## src/gf2mc_pkg.sv

```systemverilog
package gf2mc_pkg;

    localparam int ROW_W       = 8;
    localparam int CNT_W       = 4;
    localparam int CFG_IDX_W   = 4;
    localparam int CFG_DATA_W  = 8;
    localparam int OUT_DATA_W  = 16;
    localparam int DEF_MAX_DIM = 8;

    localparam logic [CNT_W-1:0] SIZE_RESET = 4'd3;
    localparam logic             MODE_RESET = 1'b1;

    localparam logic [CFG_IDX_W-1:0] REG_MATRIX_SIZE   = 4'd0;
    localparam logic [CFG_IDX_W-1:0] REG_ABSTRACT_MODE = 4'd1;

    typedef enum logic [2:0] {
        S_LOAD,
        S_READ,
        S_FETCH,
        S_REDUCE,
        S_DONE
    } state_t;

    typedef struct packed {
        logic load_row;
        logic fetch;
        logic step;
        logic finish;
    } cmd_t;

    typedef struct packed {
        logic complete;
        logic v_zero;
        logic piv_hit;
        logic last_idx;
        logic out_free;
    } status_t;

endpackage

```

## src/gf2_matrix_classifier.sv

```systemverilog
// Channel   Dir  Fields (lowest bit first)
// s_axis    in   tdata: row_bits[7:0]
// m_axis    out  tdata: invertible, rows_sorted, row_xor[7:0], accepted, zero fill
// cfg       in   cfg_index (0 matrix_size, 1 abstract_mode), cfg_data
//
// One row is taken per cycle while loading. After the last row of a matrix the
// single-step reducer works through the stored rows against the pivot table, each
// row passing through read, fetch and reduce states, then hands over the result.
// Rows are refused during that time; the hand-over also waits while the previous
// result is still held. A result waiting in the output register does not stop the
// next matrix loading. Reset clears the load state and the pivot table.
module gf2_matrix_classifier
    import gf2mc_pkg::*;
#(
    parameter int MAX_DIM = DEF_MAX_DIM
)
(
    input  logic                  clk,
    input  logic                  rst_n,
    input  logic                  s_tvalid,
    output logic                  s_tready,
    input  logic [ROW_W-1:0]      s_tdata,   // row_bits
    output logic                  m_tvalid,
    input  logic                  m_tready,
    output logic [OUT_DATA_W-1:0] m_tdata,   // invertible, rows_sorted, row_xor, accepted
    input  logic                  cfg_valid,
    output logic                  cfg_ready,
    input  logic [CFG_IDX_W-1:0]  cfg_index,
    input  logic [CFG_DATA_W-1:0] cfg_data
);

    logic [CNT_W-1:0] size_reg;
    logic             mode_reg;
    logic [CNT_W-1:0] size_n;
    cmd_t             cmd;
    status_t          status;

    assign cfg_ready = 1'b1;

    always_ff @(posedge clk or negedge rst_n)
    begin
        if (!rst_n)
        begin
            size_reg <= SIZE_RESET;
            mode_reg <= MODE_RESET;
        end
        else if (cfg_valid)
        begin
            unique case (cfg_index)
                REG_MATRIX_SIZE:   size_reg <= cfg_data[CNT_W-1:0];
                REG_ABSTRACT_MODE: mode_reg <= cfg_data[0];
                default:           ;
            endcase
        end
    end

    // effective size, clamped to 1..MAX_DIM
    always_comb
    begin
        if (size_reg == '0)
        begin
            size_n = CNT_W'(1);
        end
        else if (int'(size_reg) > MAX_DIM)
        begin
            size_n = CNT_W'(MAX_DIM);
        end
        else
        begin
            size_n = size_reg;
        end
    end

    gf2mc_ctrl u_ctrl
    (
        .clk      (clk),
        .rst_n    (rst_n),
        .s_tvalid (s_tvalid),
        .s_tready (s_tready),
        .status   (status),
        .cmd      (cmd)
    );

    gf2mc_dp #(
        .MAX_DIM (MAX_DIM)
    ) u_dp
    (
        .clk           (clk),
        .rst_n         (rst_n),
        .size_n        (size_n),
        .abstract_mode (mode_reg),
        .row_bits      (s_tdata),
        .cmd           (cmd),
        .status        (status),
        .m_tvalid      (m_tvalid),
        .m_tready      (m_tready),
        .m_tdata       (m_tdata)
    );

endmodule

```

## src/gf2mc_ctrl.sv

```systemverilog
module gf2mc_ctrl
    import gf2mc_pkg::*;
(
    input  logic    clk,
    input  logic    rst_n,
    input  logic    s_tvalid,
    output logic    s_tready,
    input  status_t status,
    output cmd_t    cmd
);

    state_t state_reg;
    state_t state_next;

    always_ff @(posedge clk or negedge rst_n)
    begin
        if (!rst_n)
        begin
            state_reg <= S_LOAD;
        end
        else
        begin
            state_reg <= state_next;
        end
    end

    always_comb
    begin
        state_next = state_reg;
        cmd        = '0;
        s_tready   = 1'b0;
        unique case (state_reg)
            S_LOAD:
            begin
                s_tready     = 1'b1;
                cmd.load_row = s_tvalid;
                if (s_tvalid && status.complete)
                begin
                    state_next = S_READ;
                end
            end
            S_READ:
            begin
                state_next = S_FETCH;
            end
            S_FETCH:
            begin
                cmd.fetch  = 1'b1;
                state_next = S_REDUCE;
            end
            S_REDUCE:
            begin
                cmd.step = 1'b1;
                if (status.v_zero)
                begin
                    state_next = S_DONE;
                end
                else if (!status.piv_hit)
                begin
                    state_next = status.last_idx ? S_DONE : S_READ;
                end
            end
            S_DONE:
            begin
                if (status.out_free)
                begin
                    cmd.finish = 1'b1;
                    state_next = S_LOAD;
                end
            end
            default:
            begin
                state_next = S_LOAD;
            end
        endcase
    end

endmodule

```

## src/gf2mc_dp.sv

```systemverilog
module gf2mc_dp
    import gf2mc_pkg::*;
#(
    parameter int MAX_DIM = DEF_MAX_DIM
)
(
    input  logic                  clk,
    input  logic                  rst_n,
    input  logic [CNT_W-1:0]      size_n,
    input  logic                  abstract_mode,
    input  logic [ROW_W-1:0]      row_bits,
    input  cmd_t                  cmd,
    output status_t               status,
    output logic                  m_tvalid,
    input  logic                  m_tready,
    output logic [OUT_DATA_W-1:0] m_tdata
);

    localparam int IDX_W = $clog2(MAX_DIM);
    localparam int PIV_W = $clog2(ROW_W);

    function automatic logic [PIV_W-1:0] lowest_bit(input logic [ROW_W-1:0] v);
        logic [PIV_W-1:0] pos;
        pos = '0;
        for (int i = ROW_W - 1; i >= 0; i--)
        begin
            if (v[i])
            begin
                pos = PIV_W'(i);
            end
        end
        return pos;
    endfunction

    logic [ROW_W-1:0] row_mem [MAX_DIM];
    logic [ROW_W-1:0] rd_data_reg;

    logic [CNT_W-1:0] rows_loaded_reg;
    logic [ROW_W-1:0] prev_row_reg;
    logic             order_ok_reg;
    logic [ROW_W-1:0] xor_reg;

    logic [IDX_W-1:0] elim_idx_reg;
    logic [ROW_W-1:0] v_reg;
    logic             det_reg;
    logic [ROW_W-1:0] piv_reg       [ROW_W];
    logic [ROW_W-1:0] piv_valid_reg;

    logic             out_valid_reg;
    logic             out_inv_reg;
    logic             out_sorted_reg;
    logic [ROW_W-1:0] out_xor_reg;
    logic             out_acc_reg;

    logic [ROW_W-1:0] col_mask;
    logic [ROW_W-1:0] row_masked;
    logic [CNT_W-1:0] rows_next;
    logic             start;
    logic [PIV_W-1:0] piv_col;

    always_comb
    begin
        for (int c = 0; c < ROW_W; c++)
        begin
            col_mask[c] = (int'(size_n) > c);
        end
    end

    assign row_masked = row_bits & col_mask;
    assign rows_next  = rows_loaded_reg + CNT_W'(1);
    assign start      = cmd.load_row && status.complete;
    assign piv_col    = lowest_bit(v_reg);

    assign status.complete = (rows_next >= size_n);
    assign status.v_zero   = (v_reg == '0);
    assign status.piv_hit  = piv_valid_reg[piv_col];
    assign status.last_idx = (CNT_W'(elim_idx_reg) == size_n - CNT_W'(1));
    assign status.out_free = !out_valid_reg || m_tready;

    // row store
    always_ff @(posedge clk)
    begin
        if (cmd.load_row)
        begin
            row_mem[rows_loaded_reg[IDX_W-1:0]] <= row_masked;
        end
        rd_data_reg <= row_mem[elim_idx_reg];
    end

    // load accumulators
    always_ff @(posedge clk or negedge rst_n)
    begin
        if (!rst_n)
        begin
            rows_loaded_reg <= '0;
            prev_row_reg    <= '0;
            order_ok_reg    <= 1'b1;
            xor_reg         <= '0;
        end
        else if (cmd.finish)
        begin
            prev_row_reg <= '0;
            order_ok_reg <= 1'b1;
            xor_reg      <= '0;
        end
        else if (cmd.load_row)
        begin
            rows_loaded_reg <= start ? '0 : rows_next;
            prev_row_reg    <= row_masked;
            xor_reg         <= xor_reg ^ row_masked;
            if (row_masked < prev_row_reg)
            begin
                order_ok_reg <= 1'b0;
            end
        end
    end

    // elimination: one pivot step per cycle while in the reduce state
    always_ff @(posedge clk or negedge rst_n)
    begin
        if (!rst_n)
        begin
            piv_valid_reg <= '0;
            elim_idx_reg  <= '0;
        end
        else if (start)
        begin
            piv_valid_reg <= '0;
            elim_idx_reg  <= '0;
        end
        else if (cmd.step && !status.v_zero && !status.piv_hit)
        begin
            piv_valid_reg[piv_col] <= 1'b1;
            elim_idx_reg           <= elim_idx_reg + IDX_W'(1);
        end
    end

    always_ff @(posedge clk)
    begin
        if (start)
        begin
            det_reg <= 1'b1;
        end
        else if (cmd.step && status.v_zero)
        begin
            det_reg <= 1'b0;
        end
        if (cmd.fetch)
        begin
            v_reg <= rd_data_reg & col_mask;
        end
        else if (cmd.step && status.piv_hit)
        begin
            v_reg <= v_reg ^ piv_reg[piv_col];
        end
        if (cmd.step && !status.v_zero && !status.piv_hit)
        begin
            piv_reg[piv_col] <= v_reg;
        end
    end

    // output register
    always_ff @(posedge clk or negedge rst_n)
    begin
        if (!rst_n)
        begin
            out_valid_reg <= 1'b0;
        end
        else if (cmd.finish)
        begin
            out_valid_reg <= 1'b1;
        end
        else if (m_tready)
        begin
            out_valid_reg <= 1'b0;
        end
    end

    always_ff @(posedge clk)
    begin
        if (cmd.finish)
        begin
            out_inv_reg    <= det_reg;
            out_sorted_reg <= order_ok_reg;
            out_xor_reg    <= xor_reg;
            out_acc_reg    <= det_reg && (order_ok_reg || !abstract_mode);
        end
    end

    assign m_tvalid = out_valid_reg;
    assign m_tdata  = {(OUT_DATA_W - ROW_W - 3)'(0), out_acc_reg, out_xor_reg,
                       out_sorted_reg, out_inv_reg};

endmodule
```

## config.mk

```make
export PLATFORM = sky130hd
export DESIGN_NAME = gf2_matrix_classifier
export DESIGN_NICKNAME = d
export VERILOG_FILES = /design/src/gf2mc_pkg.sv /design/src/gf2_matrix_classifier.sv /design/src/gf2mc_ctrl.sv /design/src/gf2mc_dp.sv
export SDC_FILE = /design/constraint.sdc
export NUM_CORES = 1
export LEC_CHECK = 0
export BUFFER_PORTS_ARGS = -buffer_cell sky130_fd_sc_hd__buf_2
export CORE_MARGIN = 2
export CORE_UTILIZATION = 30
export CTS_CLUSTER_DIAMETER = 100
export DETAILED_ROUTE_END_ITERATION = 7
export GPL_TIMING_DRIVEN = 0
export PLACE_DENSITY_LB_ADDON = 0.3
export SKIP_CTS_REPAIR_TIMING = 1
export SLEW_MARGIN = 30
export SYNTH_ARGS = -nofsm -noshare
export SYNTH_HDL_FRONTEND = slang
export SYNTH_SLANG_ARGS = --single-unit
```

## constraint.sdc

```tcl
create_clock -name clk -period 2.9 [get_ports clk]
set_input_delay 0.58 -clock clk [delete_from_list [all_inputs] [get_ports clk]]
set_output_delay 0.58 -clock clk [all_outputs]
set_load 0.02 [all_outputs]
```

==> reports/metrics.cfg <==
[run_status]
status=completed

[drt]
viasPerCell=4.68
drc=0
dr.first_iter.drc_count=263
detail_route.wl_per_cell_um=17.3
ant_nets=0
vias=4987
first_pass_iters=4
wirelength_um=18400

[worst_setup_path]
timing.rr.end=u_dp.piv_reg[5][1]
reg2reg_depth=10
end_kind=register
timing.critical_path.arrival_ps=2930
r2r_start=u_dp.v_reg[0]
worstSetupPathType=register to register
worstSetupStartpointType=register
crit_path_max_fanout=10
cp.required_ps=3060
r2r_slack_ps=120

[final_layout]
design_area_um2=10100
nNetsFinal=713
fillerInstances=2658
drive_gt1_share_pct=27.5
area_delta_synth_final_pct=19.9
antenna_cells=0

[sta]
final_max_slew_viol_count=0
final.min_clock_period_ps=2780
fmax_mhz=360
finalCritPeriodShare_pct=95.8
finalHoldViolations=0
relSlewSlack_pct=43.3
worst_pin_slew_ps=846
grt_setup_unrepaired=true
skew_ps=13.4
finalSetupViolCount=0
hold_ws_ps=109

[floorplanning]
die_h_um=172
num_rows=61
top_level_ports=44
die_x_um=172
initial_core_util_pct=30.4
dieArea_um2=29400
core_area_um2=27700

[synth]
yosys-top-cells-count=edfxtp_1 (147), nand2_1 (49), a21oi_1 (37), dfrtp_1 (37), nor2_1 (26)
synth-seq-cells=197
ys_types=63
async_reset_ff_share_pct=20.8
synth.most_common_cell=edfxtp_1
syn_inst=591
synth.area.top_cells=edfxtp_1 (52%), dfrtp_1 (11%), mux4_2 (4.3%), a21oi_1 (2.2%), nand2_1 (2.2%)
yosysTopAreaCellShare_pct=52.4
synth_edf_count=147
synth_flop_cell=edfxtp_1
seq_area_frac_synth_pct=66.8
synth_area_um2=8430
synth_largest_area_cell=edfxtp_1
ys.warnings.count=0
syn_area_per_cell_um2=14.3

[placed_design]
hpwl_um=12700
dpl-instance-area_um2=9130
gp_congestion=0.792
io_buffers=33

[global_routing]
grt_use_total_pct=12.9
grt_max_degree=42
antenna_found_initial=0
grt_overflow=0
grt_first_pass_wirelength_um=28100
grt_pass1_vias=4828

[min_path]
hp-class=input pin to asynchronous set/reset pin

[pwr]
ir_drop_v=0.000394
p_per_area_nw_per_um2=1030
total_leakage_power_nw=3.62

[clock_network]
clk_pin_slew_worst_paths_ps=80
root_buffer=clkbuf_16
clk_latency_ps=440
clock-sinks=197
cts_buffers=17
h-tree-depth=4
cts_tree=built
clockBufferDepth=2

[flow_run]
drv_cap=0

worst max-delay path by stage:
stage | endpoint | slack, ps | from | cells after the start
final | u_dp.piv_reg[5][1] | 120 | u_dp.v_reg[0] | 10
after global routing | u_dp.piv_reg[4][0] | -9 | u_dp.v_reg[0] | 10
after CTS | u_dp.piv_reg[1][1] | -520 | u_dp.v_reg[6] | 7
after detailed placement | u_dp.piv_reg[1][2] | -520 | u_dp.v_reg[1] | 8
after global placement | u_dp.row_mem[4][0] | -540 | u_ctrl.state_reg[0] | 6
after floorplan | u_dp.row_mem[4][0] | 120 | u_ctrl.state_reg[0] | 6
worst max-delay path, cell delays in order, from the launching register on:
cell,delay (ps)
edfxtp_1,430
buf_6,180
or2_1,200
buf_4,200
a31oi_4,260
nor4b_2,110
a311oi_4,350
nand3_4,160
buf_6,220
nor3_4,200
buf_4,180
kinds of logic after synthesis:
group,count (synthesis),synth area share [%]
flops,197,66.8
simple gates,148,9.28
compound gates,118,9.25
other cells,2,0.0891
mux,42,7.53
buf+inv,53,3.25
xor+xnor,17,1.77
fa+ha+maj,14,2.08
area by class of cell:
class                      count  area (um^2)  share of cell area [%]
clock inverter                15          161                    1.60
timing repair buffer          63          430                    4.26
tap                          378          473                    4.68
clock buffer                  17          425                    4.21
inverter                      19         71.3                   0.706
buffer                        31          194                    1.92
sequential                   197         5630                    55.7
multi-input combinational    345         2720                    26.9
report_power, final:
group	total (mW)	leakage (nW)	switching (mW)	internal [mW]
sequential	4.20	1.91	0.361	3.84
combinational	3.90	1.43	2.30	1.60
clock	2.33	0.282	1.17	1.16
per-layer routing:
metal	up-vias	track usage, %	part of all wire (%)
li1	2375	-	-
met1	2481	16.2	45
met2	96	22.1	50
met3	35	2.39	3.3
met4	0	5.12	2.3
met5	-	0	0
placed cells by master (no fill, tap or decap), drive strengths merged, types with 6 or more instances in the layout:
master,n
edfxtp,147
nand2,49
mux2i,15
nor2b,9
conb,6
inv,26
xor2,11
mux2,11
xnor2,6
clkinv,6
mux4,16
o22ai,11
o21a,8
buf,81
a21o,6
nand3,12
ha,14
nor3,17
a211oi,10
clkbuf,30
nor2,28
a21oi,38
nand2b,14
a31oi,7
o21ai,27
dfxtp,9
dfrtp,37
metrics by stage:
stage	instances	setup TNS (ps)	utilization (%)	setup WS (ps)	power, mW
after floorplan	595	0	-	117	6.69
after global placement	1006	-38390	32.8	-542	7.66
after detailed placement	1007	-29160	32.9	-516	7.73
after CTS	1039	-29620	35.1	-518	10.0
after global routing	1065	-39.5	36.5	-8.78	11.0
final	1065	0	36.5	122	10.4
No activity file was read; power rests on OpenSTA's default activity.
